File: config.mk
export PLATFORM = sky130hd
export DESIGN_NAME = hex_float_string_parser_core_flat
export DESIGN_NICKNAME = d
export VERILOG_FILES = /design/src/rtl/hfp_pkg.sv /design/src/rtl/hfp_req_if.sv /design/src/rtl/hfp_rsp_if.sv /design/src/rtl/hfp_front.sv /design/src/rtl/hfp_cmd_fifo.sv /design/src/rtl/hfp_back.sv /design/src/rtl/hex_float_string_parser_core.sv /design/src/flat_wrapper.sv
export SDC_FILE = /design/constraint.sdc
export NUM_CORES = 1
export LEC_CHECK = 0
export BUFFER_PORTS_ARGS = -buffer_cell sky130_fd_sc_hd__clkbuf_2
export CAP_MARGIN = 5
export CORE_ASPECT_RATIO = 1.2
export CORE_MARGIN = 10
export CORE_UTILIZATION = 40
export CTS_CLUSTER_DIAMETER = 120
export DETAILED_ROUTE_END_ITERATION = 12
export PLACE_DENSITY = 0.63
export SLEW_MARGIN = 20
export SYNTH_ARGS = -nofsm -noshare
export SYNTH_HDL_FRONTEND = slang
export SYNTH_SLANG_ARGS = --single-unit
File: constraint.sdc
create_clock -name clock -period 23.9 [get_ports clock]
set_clock_uncertainty 0.15 [all_clocks]
set_input_delay 4.78 -clock clock [delete_from_list [all_inputs] [get_ports clock]]
set_output_delay 4.78 -clock clock [all_outputs]
set_load 0.005 [all_outputs]
File: src/rtl/hfp_pkg.sv
// Shared constants, status codes and the front-to-back command type for the
// hex float string parser. No dependencies.
package hfp_pkg;

   localparam int CHAR_W   = 8;
   localparam int VAL_W    = 64;
   localparam int FRAC_W   = 32;
   localparam int STATUS_W = 2;
   localparam int DIGIT_W  = 9;
   localparam int OP_W     = 3;

   // result status
   localparam logic [STATUS_W-1:0] ST_OK     = 2'd0;
   localparam logic [STATUS_W-1:0] ST_NO_0X  = 2'd1;
   localparam logic [STATUS_W-1:0] ST_NO_P   = 2'd2;
   localparam logic [STATUS_W-1:0] ST_OUTRUN = 2'd3;

   // back-end operations
   localparam logic [OP_W-1:0] OP_NONE       = 3'd0;
   localparam logic [OP_W-1:0] OP_MANT_LOAD  = 3'd1;
   localparam logic [OP_W-1:0] OP_MANT_SHIFT = 3'd2;
   localparam logic [OP_W-1:0] OP_EXP_LOAD   = 3'd3;
   localparam logic [OP_W-1:0] OP_EXP_STEP   = 3'd4;

   // character codes
   localparam logic [CHAR_W-1:0] CH_NUL   = 8'h00;
   localparam logic [CHAR_W-1:0] CH_PLUS  = 8'h2b;
   localparam logic [CHAR_W-1:0] CH_MINUS = 8'h2d;
   localparam logic [CHAR_W-1:0] CH_DOT   = 8'h2e;
   localparam logic [CHAR_W-1:0] CH_ZERO  = 8'h30;
   localparam logic [CHAR_W-1:0] CH_LC_A  = 8'h61;
   localparam logic [CHAR_W-1:0] CH_LC_P  = 8'h70;
   localparam logic [CHAR_W-1:0] CH_LC_X  = 8'h78;

   // digit already carries the sign of the quantity it feeds
   typedef struct packed {
      logic [OP_W-1:0]            op;
      logic signed [DIGIT_W-1:0]  digit;
      logic                       last;
      logic [STATUS_W-1:0]        status;
   } hfp_cmd_type;

endpackage

File: src/rtl/hfp_req_if.sv
// Byte input channel: valid/ready with one string byte and its end flag.
// Depends on hfp_pkg.
interface hfp_req_if;
   import hfp_pkg::*;

   logic              valid;
   logic              ready;
   logic [CHAR_W-1:0] char_code;
   logic              last_char;

   modport source (output valid, output char_code, output last_char, input ready);
   modport sink   (input valid, input char_code, input last_char, output ready);
endinterface

File: src/rtl/hfp_rsp_if.sv
// Result channel: valid/ready with mantissa, binary exponent and status.
// Depends on hfp_pkg.
interface hfp_rsp_if;
   import hfp_pkg::*;

   logic                     valid;
   logic                     ready;
   logic signed [VAL_W-1:0]  mantissa;
   logic signed [VAL_W-1:0]  exponent;
   logic [STATUS_W-1:0]      status;

   modport source (output valid, output mantissa, output exponent, output status,
                   input ready);
   modport sink   (input valid, input mantissa, input exponent, input status,
                   output ready);
endinterface

File: src/rtl/hfp_front.sv
// Front end: takes string bytes, tracks the parse phase and emits one command
// per byte that does work or is the last byte. Depends on hfp_pkg.
module hfp_front (
   input  logic                 clock,
   input  logic                 reset,
   hfp_req_if.sink              req_if,
   input  logic                 cmd_full,
   output logic                 cmd_push,
   output hfp_pkg::hfp_cmd_type cmd
);
   import hfp_pkg::*;

   localparam logic [3:0] PH_START = 4'd0;
   localparam logic [3:0] PH_ZERO  = 4'd1;
   localparam logic [3:0] PH_X     = 4'd2;
   localparam logic [3:0] PH_LEAD  = 4'd3;
   localparam logic [3:0] PH_DOT   = 4'd4;
   localparam logic [3:0] PH_FRAC  = 4'd5;
   localparam logic [3:0] PH_ESIGN = 4'd6;
   localparam logic [3:0] PH_EXP   = 4'd7;
   localparam logic [3:0] PH_DONE  = 4'd8;

   logic [3:0]          phase_ff, phase_in, phase_nx;
   logic                mneg_ff, mneg_in, mneg_nx;
   logic                eneg_ff, eneg_in, eneg_nx;
   logic                mismatch_ff, mismatch_in, mismatch_nx;
   logic [STATUS_W-1:0] outcome_ff, outcome_in, outcome_nx;

   logic                    accept;
   logic [CHAR_W-1:0]       c;
   logic [OP_W-1:0]         op;
   logic signed [DIGIT_W-1:0] hex_raw, dec_raw, raw;
   logic                    use_eneg;

   assign req_if.ready = !cmd_full;
   assign accept       = req_if.valid && !cmd_full;
   assign c            = req_if.char_code;

   always_comb begin
      if (c >= CH_LC_A) begin
         hex_raw = $signed({1'b0, c}) - 9'sd87;
      end else begin
         hex_raw = $signed({1'b0, c}) - 9'sd48;
      end
      dec_raw = $signed({1'b0, c}) - 9'sd48;
   end

   always_comb begin
      phase_nx    = phase_ff;
      mneg_nx     = mneg_ff;
      eneg_nx     = eneg_ff;
      mismatch_nx = mismatch_ff;
      outcome_nx  = outcome_ff;
      op          = OP_NONE;
      raw         = hex_raw;
      use_eneg    = 1'b0;
      case (phase_ff)
         PH_START: begin
            if (c == CH_MINUS) begin
               mneg_nx  = 1'b1;
               phase_nx = PH_ZERO;
            end else begin
               if (c != CH_ZERO) mismatch_nx = 1'b1;
               phase_nx = PH_X;
            end
         end
         PH_ZERO: begin
            if (c != CH_ZERO) mismatch_nx = 1'b1;
            phase_nx = PH_X;
         end
         PH_X: begin
            if (c != CH_LC_X) mismatch_nx = 1'b1;
            phase_nx = PH_LEAD;
         end
         PH_LEAD: begin
            if (mismatch_ff) begin
               phase_nx   = PH_DONE;
               outcome_nx = ST_NO_0X;
            end else begin
               op       = OP_MANT_LOAD;
               phase_nx = PH_DOT;
            end
         end
         PH_DOT: begin
            if (c == CH_DOT) begin
               if (req_if.last_char) begin
                  phase_nx   = PH_DONE;
                  outcome_nx = ST_NO_P;
               end else begin
                  phase_nx = PH_FRAC;
               end
            end else if (c == CH_LC_P) begin
               phase_nx = PH_ESIGN;
            end else begin
               phase_nx   = PH_DONE;
               outcome_nx = ST_NO_P;
            end
         end
         PH_FRAC: begin
            if (c == CH_LC_P) begin
               phase_nx = PH_ESIGN;
            end else begin
               op = OP_MANT_SHIFT;
               if (req_if.last_char) begin
                  phase_nx   = PH_DONE;
                  outcome_nx = ST_NO_P;
               end
            end
         end
         PH_ESIGN: begin
            raw = dec_raw;
            if (c == CH_MINUS) begin
               eneg_nx  = 1'b1;
               phase_nx = PH_EXP;
            end else if (c == CH_PLUS) begin
               phase_nx = PH_EXP;
            end else if (c == CH_NUL) begin
               phase_nx   = PH_DONE;
               outcome_nx = ST_OK;
            end else begin
               op       = OP_EXP_LOAD;
               phase_nx = PH_EXP;
            end
         end
         PH_EXP: begin
            raw      = dec_raw;
            use_eneg = 1'b1;
            if (c == CH_NUL) begin
               phase_nx   = PH_DONE;
               outcome_nx = ST_OK;
            end else begin
               op = OP_EXP_STEP;
            end
         end
         default: begin
         end
      endcase
   end

   // command: signed digit folded here so the back end only adds
   always_comb begin
      cmd.op   = op;
      cmd.last = req_if.last_char;
      if ((use_eneg && eneg_ff) || (!use_eneg && mneg_ff && op != OP_EXP_LOAD)) begin
         cmd.digit = -raw;
      end else begin
         cmd.digit = raw;
      end
      cmd.status = (phase_nx == PH_DONE) ? outcome_nx : ST_OUTRUN;
      cmd_push   = accept && (op != OP_NONE || req_if.last_char);
   end

   always_comb begin
      phase_in    = phase_ff;
      mneg_in     = mneg_ff;
      eneg_in     = eneg_ff;
      mismatch_in = mismatch_ff;
      outcome_in  = outcome_ff;
      if (accept) begin
         if (req_if.last_char) begin
            phase_in    = PH_START;
            mneg_in     = 1'b0;
            eneg_in     = 1'b0;
            mismatch_in = 1'b0;
            outcome_in  = ST_OK;
         end else begin
            phase_in    = phase_nx;
            mneg_in     = mneg_nx;
            eneg_in     = eneg_nx;
            mismatch_in = mismatch_nx;
            outcome_in  = outcome_nx;
         end
      end
   end

   always_ff @(posedge clock) begin
      if (reset) begin
         phase_ff    <= PH_START;
         mneg_ff     <= 1'b0;
         eneg_ff     <= 1'b0;
         mismatch_ff <= 1'b0;
         outcome_ff  <= ST_OK;
      end else begin
         phase_ff    <= phase_in;
         mneg_ff     <= mneg_in;
         eneg_ff     <= eneg_in;
         mismatch_ff <= mismatch_in;
         outcome_ff  <= outcome_in;
      end
   end

endmodule

File: src/rtl/hfp_cmd_fifo.sv
// Two-entry command queue between front and back end.
// Depends on hfp_pkg.
module hfp_cmd_fifo (
   input  logic                 clock,
   input  logic                 reset,
   input  logic                 push,
   input  hfp_pkg::hfp_cmd_type wr_cmd,
   output logic                 full,
   input  logic                 pop,
   output hfp_pkg::hfp_cmd_type rd_cmd,
   output logic                 empty
);
   import hfp_pkg::*;

   hfp_cmd_type entry_ff [2];
   hfp_cmd_type entry_in [2];
   logic        wr_ptr_ff, wr_ptr_in;
   logic        rd_ptr_ff, rd_ptr_in;
   logic [1:0]  count_ff, count_in;

   assign full   = (count_ff == 2'd2);
   assign empty  = (count_ff == 2'd0);
   assign rd_cmd = entry_ff[rd_ptr_ff];

   always_comb begin
      entry_in[0] = entry_ff[0];
      entry_in[1] = entry_ff[1];
      wr_ptr_in   = wr_ptr_ff;
      rd_ptr_in   = rd_ptr_ff;
      count_in    = count_ff;
      if (push) begin
         entry_in[wr_ptr_ff] = wr_cmd;
         wr_ptr_in           = !wr_ptr_ff;
      end
      if (pop) begin
         rd_ptr_in = !rd_ptr_ff;
      end
      if (push && !pop) begin
         count_in = count_ff + 2'd1;
      end else if (pop && !push) begin
         count_in = count_ff - 2'd1;
      end
   end

   always_ff @(posedge clock) begin
      entry_ff[0] <= entry_in[0];
      entry_ff[1] <= entry_in[1];
      if (reset) begin
         wr_ptr_ff <= 1'b0;
         rd_ptr_ff <= 1'b0;
         count_ff  <= 2'd0;
      end else begin
         wr_ptr_ff <= wr_ptr_in;
         rd_ptr_ff <= rd_ptr_in;
         count_ff  <= count_in;
      end
   end

endmodule

File: src/rtl/hfp_back.sv
// Back end: mantissa/exponent accumulators and the result register.
// Depends on hfp_pkg.
module hfp_back (
   input  logic                 clock,
   input  logic                 reset,
   input  logic                 cmd_valid,
   input  hfp_pkg::hfp_cmd_type cmd,
   output logic                 cmd_pop,
   hfp_rsp_if.source            rsp_if
);
   import hfp_pkg::*;

   logic signed [VAL_W-1:0]  mant_ff, mant_in;
   logic signed [VAL_W-1:0]  exp_ff, exp_in;
   logic [FRAC_W-1:0]        frac_ff, frac_in;
   logic                     rsp_valid_ff, rsp_valid_in;
   logic signed [VAL_W-1:0]  rsp_mant_ff, rsp_mant_in;
   logic signed [VAL_W-1:0]  rsp_exp_ff, rsp_exp_in;
   logic [STATUS_W-1:0]      rsp_status_ff, rsp_status_in;

   logic                     out_free;
   logic signed [VAL_W-1:0]  digit_ext;
   logic [VAL_W-1:0]         frac_scaled;

   assign out_free    = !rsp_valid_ff || rsp_if.ready;
   assign cmd_pop     = cmd_valid && (!cmd.last || out_free);
   assign digit_ext   = VAL_W'(cmd.digit);
   assign frac_scaled = {{(VAL_W-FRAC_W-2){1'b0}}, frac_ff, 2'b00};

   assign rsp_if.valid    = rsp_valid_ff;
   assign rsp_if.mantissa = rsp_mant_ff;
   assign rsp_if.exponent = rsp_exp_ff;
   assign rsp_if.status   = rsp_status_ff;

   always_comb begin
      mant_in       = mant_ff;
      exp_in        = exp_ff;
      frac_in       = frac_ff;
      rsp_valid_in  = rsp_valid_ff && !rsp_if.ready;
      rsp_mant_in   = rsp_mant_ff;
      rsp_exp_in    = rsp_exp_ff;
      rsp_status_in = rsp_status_ff;
      if (cmd_pop) begin
         if (cmd.last) begin
            // result from state so far; a good result never ends on a digit
            rsp_valid_in  = 1'b1;
            rsp_status_in = cmd.status;
            if (cmd.status == ST_OK) begin
               rsp_mant_in = mant_ff;
               rsp_exp_in  = exp_ff - $signed(frac_scaled);
            end else begin
               rsp_mant_in = '0;
               rsp_exp_in  = '0;
            end
            mant_in = '0;
            exp_in  = '0;
            frac_in = '0;
         end else begin
            case (cmd.op)
               OP_MANT_LOAD: begin
                  mant_in = digit_ext;
               end
               OP_MANT_SHIFT: begin
                  mant_in = (mant_ff <<< 4) + digit_ext;
                  frac_in = frac_ff + FRAC_W'(1);
               end
               OP_EXP_LOAD: begin
                  exp_in = digit_ext;
               end
               OP_EXP_STEP: begin
                  // times ten, sign already folded into the digit
                  exp_in = (exp_ff <<< 3) + (exp_ff <<< 1) + digit_ext;
               end
               default: begin
               end
            endcase
         end
      end
   end

   always_ff @(posedge clock) begin
      rsp_mant_ff   <= rsp_mant_in;
      rsp_exp_ff    <= rsp_exp_in;
      rsp_status_ff <= rsp_status_in;
      if (reset) begin
         mant_ff      <= '0;
         exp_ff       <= '0;
         frac_ff      <= '0;
         rsp_valid_ff <= 1'b0;
      end else begin
         mant_ff      <= mant_in;
         exp_ff       <= exp_in;
         frac_ff      <= frac_in;
         rsp_valid_ff <= rsp_valid_in;
      end
   end

endmodule

File: src/rtl/hex_float_string_parser_core.sv
// Hex float string parser top level: one byte per beat, one result per string.
// Throughput: one byte per cycle while no held result stalls the back end;
// the front end classifies, a two-entry command queue feeds the accumulator
// back end. The last byte passes through the queue register, then the result
// register, before the result beat is valid.
// Reset: synchronous, active high; clears parse state, queue and result valid.
module hex_float_string_parser_core (
   input  logic      clock,
   input  logic      reset,
   hfp_req_if.sink   req_if,
   hfp_rsp_if.source rsp_if
);
   import hfp_pkg::*;

   hfp_cmd_type push_cmd;
   hfp_cmd_type head_cmd;
   logic        cmd_push;
   logic        cmd_pop;
   logic        cmd_full;
   logic        cmd_empty;

   hfp_front u_front (
      .clock    (clock),
      .reset    (reset),
      .req_if   (req_if),
      .cmd_full (cmd_full),
      .cmd_push (cmd_push),
      .cmd      (push_cmd)
   );

   hfp_cmd_fifo u_fifo (
      .clock  (clock),
      .reset  (reset),
      .push   (cmd_push),
      .wr_cmd (push_cmd),
      .full   (cmd_full),
      .pop    (cmd_pop),
      .rd_cmd (head_cmd),
      .empty  (cmd_empty)
   );

   hfp_back u_back (
      .clock     (clock),
      .reset     (reset),
      .cmd_valid (!cmd_empty),
      .cmd       (head_cmd),
      .cmd_pop   (cmd_pop),
      .rsp_if    (rsp_if)
   );

endmodule

File: src/flat_wrapper.sv
// flat-port wrapper written by rule: the top's interface ports become plain ports
module hex_float_string_parser_core_flat import hfp_pkg::*;
  (clock, reset, req_if_valid, req_if_char_code, req_if_last_char, req_if_ready, rsp_if_valid, rsp_if_mantissa, rsp_if_exponent, rsp_if_status, rsp_if_ready);
  hfp_req_if req_if_i ();
  hfp_rsp_if rsp_if_i ();
  input  logic clock;
  input  logic reset;
  input wire logic [$bits(req_if_i.valid)-1:0] req_if_valid;
  input wire logic [$bits(req_if_i.char_code)-1:0] req_if_char_code;
  input wire logic [$bits(req_if_i.last_char)-1:0] req_if_last_char;
  output wire logic [$bits(req_if_i.ready)-1:0] req_if_ready;
  output wire logic [$bits(rsp_if_i.valid)-1:0] rsp_if_valid;
  output wire logic [$bits(rsp_if_i.mantissa)-1:0] rsp_if_mantissa;
  output wire logic [$bits(rsp_if_i.exponent)-1:0] rsp_if_exponent;
  output wire logic [$bits(rsp_if_i.status)-1:0] rsp_if_status;
  input wire logic [$bits(rsp_if_i.ready)-1:0] rsp_if_ready;
  assign req_if_i.valid = req_if_valid;
  assign req_if_i.char_code = req_if_char_code;
  assign req_if_i.last_char = req_if_last_char;
  assign req_if_ready = req_if_i.ready;
  assign rsp_if_valid = rsp_if_i.valid;
  assign rsp_if_mantissa = rsp_if_i.mantissa;
  assign rsp_if_exponent = rsp_if_i.exponent;
  assign rsp_if_status = rsp_if_i.status;
  assign rsp_if_i.ready = rsp_if_ready;
  hex_float_string_parser_core u_core (.clock(clock), .reset(reset), .req_if(req_if_i), .rsp_if(rsp_if_i));
endmodule
# After elaboration in Yosys (flattened, before gate mapping)
# Memory sizes are Yosys's and may differ from the RTL's. A register that Yosys moved wholly into a read port is not among the register bits.
# Cells that the tools add are included.
# totals
reg_bits	304
mem_bits_rw	30
inputBits	13
out_inout_bits	132
word_cells	158
mem_count	1
# mem_list
name	depth	width	rd	rd_ports_with_merged_regs	wr	line_no	rtl
u_core.u_fifo.entry_ff	2	15	3	1	2	hfp_cmd_fifo.sv:15	hfp_cmd_type entry_ff [2];
# op_classes
add_sub_neg	10
order_cmp	3
n_eq_ne	22
mux	61
bitwise	1
n_reduce_logical	45
# ops
operator	n
64-bit one-hot mux with 2 select lines	2
64-bit by 9-bit adder with 64-bit output	2
64-bit 2-to-1 mux	2
64-bit adder	1
32-bit 2-to-1 mux	2
64-bit by 35-bit subtractor with 64-bit output	1
4-bit 2-to-1 mux	11
2-bit 2-to-1 mux	17
32-bit by 1-bit adder with 32-bit output, second input constant	1
4-bit one-hot mux with 8 select lines	1
30-bit bitwise mux	1
30-bit 2-to-1 mux	1
9-bit 2-to-1 mux	3
8-bit by 6-bit equality test with 1-bit output, second input constant	3
4-bit by 3-bit equality test with 1-bit output, second input constant	4
15-bit demux with 1-bit select	1
1-bit 2-to-1 mux	15
15-bit 2-to-1 mux	1
3-bit one-hot mux with 4 select lines	1
1-bit logical AND	10
1-bit zero test	10
2-bit one-hot mux with 5 select lines	1
2-bit nonzero test	5
9-bit negator	1
other kinds (32)	45

# Depth between registers and ports, before layout
# Gate-level depths: netlist of the first run.
# depth
depth_word	12
depth_mapped	17
mapped_depth_nobuf	15

# By module
# Synthesis of the first run repeated with hierarchy kept, for this count alone.
# hier_totals
hier_cells	2868
area_unflattened_um2	24667.4
# by_module_without_submodules
mod	n_inst	cells_each	area_per_inst_um2	seq_area_each_um2
hfp_back	1	2566	21802.2	7126.8
hfp_front	1	232	1571.5	180.2
hfp_cmd_fifo	1	69	1290.0	1001.0
hex_float_string_parser_core	1	1	3.8	0.0

# Least setup slack after synthesis of the first run
# No wires, ideal clock.
# synth_path
kind	input-to-reg
start	input port rsp_if_ready
end	register u_core.u_back.frac_ff[0]
setup_ps	128
t_arrival_ps	11600
t_required_ps	23622
slack_ps	12022
path_stages	7
path_buffers	2
path_cell_list	nand2b_1 o22ai_1 nor2_1 or2_2 clkbuf_1 clkbuf_1 nor2_1
# synth_between
elab_chain_len	4
# synth_lines
item	line_no	rtl
start: declaration	flat_wrapper.sv:16	input wire logic [$bits(rsp_if_i.ready)-1:0] rsp_if_ready;
1-bit logical OR	hfp_back.sv:25	assign out_free = !rsp_valid_ff || rsp_if.ready;
1-bit logical OR	hfp_back.sv:26	assign cmd_pop = cmd_valid && (!cmd.last || out_free);
1-bit logical AND	hfp_back.sv:26	
2-bit AND reduction (no line)	--	
end signal: assignment	hfp_back.sv:93	frac_ff <= frac_in;
end: declaration	hfp_back.sv:15	logic [FRAC_W-1:0] frac_ff, frac_in;
# Every way passes these cells.
# A chain may end at the register's enable or synchronous reset.

==> out/results.ini, run 1 <==
[status]
outcome = complete, no violations

[drt]
wl_per_cell_um = 18.6
firstDrtPassIters = 5
drc_errors = 0
first_iter_violations = 1198
drtAntennaViolNets = 0
drt-vias-per-instance = 5.61
wl_um = 67100
num_vias = 20200

[global_routing]
grt_overflow = 0
grt_pass1_wl_um = 107000
grt_pass1_vias = 20000
antenna_found_initial = 0
grt_usage_pct = 18.7
grt_max_degree = 79

[clock_tree]
cts_max_path_buffers = 3
clock_sinks = 335
cts.clk_slew.worst_paths_ns = 0.07
cts_hold_buf = 0
cts_resized = 0
h-tree-depth = 2
cts-root-buf = clkbuf_16
insertion_delay_ns = 0.58
cts_tree = done
cts_setup_buffers = 0
cts_made_buffers = 38

[synthesis]
netlist.area_leader.share_pct = 20.3
ys_seq_elements = 335
ys_dominant_reg_cell = dfxtp_1
synth_nets = 2943
synthTopCellsByArea = edfxtp_1 20%, dfxtp_1 15%, ha_1 8.7%, a21oi_1 6.0%, fa_1 5.3%
syn_inst = 2702
synthArstFlopShare_pct = 0
yosysSeqAreaShare_pct = 35.1
synth_edf_count = 160
synth_cell_types = 78
synth.avg_cell_area_um2 = 8.76
synth_warnings = 0
syn_area_mm2 = 0.0237
synth_largest_area_cell = edfxtp_1

[floorplanning]
die_area_mm2 = 0.0693
core_region_area_mm2 = 0.0585
dieWidth_um = 242
rows = 97
start_util_pct = 40.4
die_h_um = 286
ios = 145

[final_layout]
nFillCells = 5772
area_growth_pct = 11.6
diodes = 0
mostFrequentLayoutCells = 283 x a21oi_1, 275 x nand2_1, 221 x o21ai_0, 215 x nor2_1, 175 x dfxtp_1
mostFrequentLayoutCell = a21oi_1
postLayoutCoreUtil_pct = 45.1
drive_gt1_share_pct = 9.82
fin_nets = 3022

[sta]
tightest_slew_ns = 1.08
finalHoldViolCount = 0
fin_setup_tns_ns = 0
relSlewSlack_pct = 27.4
fmax_ghz = 0.131
finalMaxSlewViolations = 0
grt_setup_unrepaired = no
setup_violations = 0
fin_crit_ns = 7.62
period_share_pct = 31.9

[worst_setup_path]
cp_slowest_cell = nor4_1
startpoint_type = primary input
crit_path_cell_trace = clkbuf_2 -> inv_1 -> ha_1 -> nor2b_1 -> and4b_1 -> a21oi_1 -> and3_1 -> a21o_1 -> nor4_1 -> nor2_1 -> ha_1 -> or3_1 -> a21oi_1
path_buf_inv = 2
path_max_fanout = 6
crit_arrival_ns = 7.98
setup.worst_path.end_class = flip-flop
critPathKind = in2reg
required_ns = 24.26
slowest_delay_ns = 0.59
crit_family = simple AND/OR/NAND/NOR gates

[hold_path]
hold_path_class = reg2reg

[power]
irDropWorstVdd_uv = 70.5
p_leak_nw = 11.0
power_mw = 2.70
p_per_area_mw_per_mm2 = 102

[placed_design]
dp_hpwl_um = 50300
gp_congestion = 0.918
io_buffer_count = 144

[run]
max_cap_viol_count = 0

## metrics by stage
stage,setup slack [ns],hold slack [ns],cell area (µm²),instances
2_1_floorplan,12.02,0.267,23700,2702
3_3_place_gp,15.98,0.299,25100,3533
3_5_place_dp,15.92,0.305,25100,3533
4_1_cts,16.53,0.314,26400,3603
5_1_grt,16.08,0.337,26400,3603
6_report,16.28,0.313,26400,3603
## sequential cells by signal, summed over array words and instances (netlist names), named ones only
name	count
u_core.u_fifo.count_ff	2
u_core.u_fifo.entry_ff	30
u_core.u_back.rsp_if.status	2
u_core.u_front.mismatch_ff	1
u_core.u_back.rsp_if.mantissa	64
u_core.u_front.outcome_ff	2
u_core.u_front.mneg_ff	1
u_core.u_fifo.wr_ptr_ff	1
u_core.u_front.phase_ff	4
u_core.u_back.frac_ff	32
u_core.u_front.eneg_ff	1
u_core.u_back.mant_ff	64
u_core.u_back.rsp_if.exponent	64
u_core.u_back.exp_ff	64
u_core.u_back.rsp_if.valid	1
u_core.u_fifo.rd_ptr_ff	1
## routing by layer
metal | share of wire (%) | routed length, µm | GRT usage, %
met5 | 0 | 0 | 0
met4 | 2.5 | 1650 | 5.33
met3 | 5.2 | 3460 | 3.15
met2 | 50 | 33700 | 33.7
met1 | 42 | 28300 | 22.5
## path summary, 6_finish.rpt
path / startpoint / endpoint / slack [ns] / cells after the start
worst max register to register: flip-flop / u_core.u_back.exp_ff[61] / 17.46 / 17
worst max-delay path: req_if_char_code[0] / u_core.u_fifo.count_ff[1] / 16.28 / 13
worst min-delay path: u_core.u_back.mant_ff[45] / u_core.u_back.mant_ff[45] / 0.31 / 2
worst min register to register: u_core.u_back.mant_ff[45] / u_core.u_back.mant_ff[45] / 0.31 / 2
## final cells by class
class	count	area, µm²	share of cell area, %
clock buffer	45	997	3.78
clock inverter	25	282	1.07
inverter	83	314	1.19
multi-input combinational	2157	14600	55.4
sequential	335	8310	31.5
tap	792	991	3.75
timing repair buffer	166	888	3.36
## cell usage after synthesis (all sizes together), types with 6 or more instances
cell type and instances:
nor4 19, nand2 275, nor3 62, xor2 61
buf 9, a211oi 34, a21oi 287, clkbuf 118
a31o 7, or3 26, and2 74, nand3 50
nand2b 28, dfxtp 175, inv 83, a31oi 28
o31ai 15, o21bai 33, fa 63, nand4 37
mux2 10, edfxtp 160, a21boi 7, o21ai 228
and3 15, mux2i 13, or4 10, nor2 217
a2111oi 9, a21o 97, nor2b 24, a22oi 16
xnor2 131, nor3b 6, o211ai 12, or2 8
o21a 22, ha 165, a221oi 9
## worst min-delay path, stage by stage, from the launching register on
cell	delay [ns]
dfxtp_1	0.33
nand2_1	0.06
nand2_1	0.04
## where the power goes
group	switching, mW	internal [mW]	leakage (nW)	total (mW)
clock	0.249	0.355	0.618	0.604
combinational	0.822	0.503	7.42	1.33
sequential	0.0698	0.702	2.92	0.772
total	1.14	1.56	11.0	2.70
## logic make-up (layout without fill, tap and decap cells)
group | after synthesis | in the layout | share of synthesized area [%]
flip-flops | 335 | 335 | 35.1
AO/OA/AOI/OAI | 848 | 848 | 22.0
multiplexers | 23 | 23 | 1.03
adder cells (fa/ha/maj) | 228 | 228 | 14.1
buffers and inverters | 210 | 319 | 3.35
AND/OR/NAND/NOR | 866 | 866 | 17.3
XOR/XNOR | 192 | 192 | 7.11
(Power assumes the default switching activity.)
==> inputs of run 2 (changes only) <==
--- a/config.mk
+++ b/config.mk
@@ -5,6 +5,7 @@
 export SDC_FILE = /design/constraint.sdc
 export NUM_CORES = 1
 export LEC_CHECK = 0
+export ABC_AREA = 1
 export BUFFER_PORTS_ARGS = -buffer_cell sky130_fd_sc_hd__clkbuf_2
 export CAP_MARGIN = 5
 export CORE_ASPECT_RATIO = 1.2
@@ -12,7 +13,7 @@
 export CORE_UTILIZATION = 40
 export CTS_CLUSTER_DIAMETER = 120
 export DETAILED_ROUTE_END_ITERATION = 12
-export PLACE_DENSITY = 0.63
+export PLACE_DENSITY = 0.65
 export SLEW_MARGIN = 20
 export SYNTH_ARGS = -nofsm -noshare
 export SYNTH_HDL_FRONTEND = slang
==> constraint.sdc (replaced) <==
create_clock -name clock -period 6.59 [get_ports clock]
set_clock_uncertainty 0.15 [all_clocks]
set_input_delay 1.318 -clock clock [delete_from_list [all_inputs] [get_ports clock]]
set_output_delay 1.318 -clock clock [all_outputs]
set_load 0.005 [all_outputs]
==> run 2 against run 1 <==
Clock power rose to 4.2 times the previous value. Global-route usage up 5.3 points. Register-to-register slack got worse by 16 ns. Synthesized cell count is 78% higher. First-iteration DRC count is 64% higher.
==> out/results.ini, run 2 <==
[worst_setup_path]
startpoint_type = flip-flop
rrSetupSlack_ns = 1.64
setup.worst_path.end_class = flip-flop
rr_worst_depth = 17
cp-endpoint = u_core.u_back.mant_ff[49]
path_max_fanout = 57
required_ns = 6.86
crit_arrival_ns = 5.22
critPathKind = reg2reg
r2r-end = u_core.u_back.mant_ff[49]

[final_layout]
mostFrequentLayoutCells = 1644 x nand2_1, 921 x inv_1, 500 x nor2_1, 407 x a21oi_1, 236 x nand3_1
fin_nets = 5160
diodes = 0
area_growth_pct = 10.4
drive_gt1_share_pct = 5.35
mostFrequentLayoutCell = nand2_1

[clock_tree]
cts_tree = done
insertion_delay_ns = 0.61
h-tree-depth = 2
clock_sinks = 335
cts_made_buffers = 42
cts_setup_buffers = 0
cts-root-buf = clkbuf_16
cts_resized = 0
cts.clk_slew.worst_paths_ns = 0.06
cts_hold_buf = 0
cts_max_path_buffers = 3

[sta]
fmax_ghz = 0.202
fin_setup_tns_ns = 0
finalMaxSlewViolations = 0
setup_violations = 0
finalHoldViolCount = 0
period_share_pct = 75.1
worst_slack_ns = 1.64
relSlewSlack_pct = 27.8
grt_setup_unrepaired = no
tightest_slew_ns = 1.08
fin_crit_ns = 4.95

[power]
p_leak_nw = 16.6
combPwrFrac_pct = 61.6
internal-power_mw = 6.78
p_sw_mw = 7.66
swShare_pct = 53.1
irDropWorstVdd_uv = 249
pwr-share-seq_pct = 20.9
p_per_area_mw_per_mm2 = 444
power_frac_clock_pct = 17.4

[floorplanning]
ios = 145
rows = 109
die_h_um = 317
core_region_area_mm2 = 0.0734
dieWidth_um = 268
start_util_pct = 40.2
die_area_mm2 = 0.0850

[synthesis]
netlist.area_leader.share_pct = 20.9
synth_most_common_cell = nand2_1
synth_edf_count = 160
syn_area_mm2 = 0.0295
synth_warnings = 0
synthTopCellsByArea = nand2_1 21%, edfxtp_1 16%, dfxtp_1 12%, inv_1 12%, ha_1 7.0%
ys_seq_elements = 335
synth_largest_area_cell = nand2_1
syn_inst = 4799
synthArstFlopShare_pct = 0
synth_cell_types = 47
synth_nets = 5040
synth.avg_cell_area_um2 = 6.14
ys_dominant_reg_cell = dfxtp_1
yosysSeqAreaShare_pct = 28.2
netlist_top_cells_count = 1644 x nand2_1, 926 x inv_1, 501 x nor2_1, 407 x a21oi_1, 236 x nand3_1

[drt]
drc_errors = 0
firstDrtPassIters = 6
drtAntennaViolNets = 0
num_vias = 29900
first_iter_violations = 1964
wl_per_cell_um = 17.6
wl_um = 104000
drt-vias-per-instance = 5.07

[global_routing]
grt-busiest-layer = met2
grt_usage_pct = 24.0
grt_use_met3_pct = 2.74
grt_use_met2_pct = 43.5
grt_overflow = 0
grt_max_degree = 89
antenna_found_initial = 1
grt_pass1_vias = 28700
gr-usage-met1_pct = 26.0
grt_pass1_wl_um = 160000

[placed_design]
io_buffer_count = 144
preCtsSetupSlack_ns = 1.69
dp_hpwl_um = 83700
gp_congestion = 1.02

[run]
max_cap_viol_count = 0

[status]
outcome = complete, no violations

[hold_path]
hold_path_class = reg2reg

-- run 2: cell count changes after synthesis, sizes merged, moves of 66 or more --
cell	delta
xnor2	-126
a21oi	+121
nor2	+286
nand3	+186
clkbuf	-71
nand2	+1376
inv	+848
o21ai	-66
a21o	-94
and2	-71
-- run 2: routing by layer --
| layer | wire length (µm) | vias to the layer above |
|---|---|---|
| li1 | - | 15200 |
| met1 | 40100 | 13600 |
| met5 | 12 | - |
| met4 | 7170 | 2 |
| met3 | 4790 | 299 |
| met2 | 51800 | 799 |
-- run 2: power by group through the flow --
stage / combinational, mW / sequential, mW / clock, mW
final: 8.90 / 3.02 / 2.52
after global routing: 10.0 / 3.07 / 2.63
after CTS: 8.79 / 3.03 / 2.57
after detailed placement: 8.75 / 3.07 / 0
after global placement: 8.69 / 3.06 / 0
after floorplan: 6.31 / 2.97 / 0
-- run 2: cells by family (layout without fill, tap and decap cells) --
family / count (synthesis) / in the layout / synth area share (%)
XOR/XNOR: 29 / 29 / 0.861
flip-flops: 335 / 335 / 28.2
multiplexers: 2 / 2 / 0.0679
adder cells (fa/ha/maj): 228 / 228 / 11.3
AO/OA/AOI/OAI: 631 / 631 / 11.3
AND/OR/NAND/NOR: 2558 / 2558 / 35.0
buffers and inverters: 1016 / 1169 / 13.3
-- run 2: layout make-up --
cell class	instances	area, µm²
clock buffer	51	1120
clock inverter	26	354
fill	7919	40800
inverter	932	3510
multi-input combinational	3448	17300
sequential	335	8310
tap	943	1180
timing repair buffer	160	843
-- run 2: how the worst min path moves through the flow --
stage,startpoint,end,cells after the start
global placement,u_core.u_fifo.rd_ptr_ff,u_core.u_fifo.rd_ptr_ff,1
finish,u_core.u_front.mneg_ff,u_core.u_front.mneg_ff,2
global route,u_core.u_fifo.rd_ptr_ff,u_core.u_fifo.rd_ptr_ff,1
detailed placement,u_core.u_front.mneg_ff,u_core.u_front.mneg_ff,2
floorplan,u_core.u_fifo.rd_ptr_ff,flip-flop,1
CTS,u_core.u_front.mneg_ff,u_core.u_front.mneg_ff,2
-- run 2: critical path, cell delays in order (launching register included) --
cell	delay (ns)
dfxtp_1	0.69
inv_2	0.20
or2_2	0.33
o21ai_2	0.20
inv_4	0.42
buf_4	0.50
ha_1	0.47
nand2_1	0.11
nor2_1	0.23
inv_1	0.06
nor2_1	0.42
inv_1	0.08
o21bai_1	0.35
nand2_1	0.12
nand4_1	0.09
nand3_1	0.11
nand2_1	0.10
a21oi_1	0.07
-- run 2: stage by stage --
step	power (mW)	std cells	cell area, µm²	hold WS, ns	utilization, %
3_3_place_gp	11.8	5818	31100	0.287	42.4
2_1_floorplan	9.28	4799	29500	0.276	-
4_1_cts	14.4	5895	32600	0.311	44.4
6_report	14.4	5895	32600	0.305	44.4
3_5_place_dp	11.8	5818	31100	0.304	42.4
5_1_grt	15.7	5895	32600	0.333	44.4
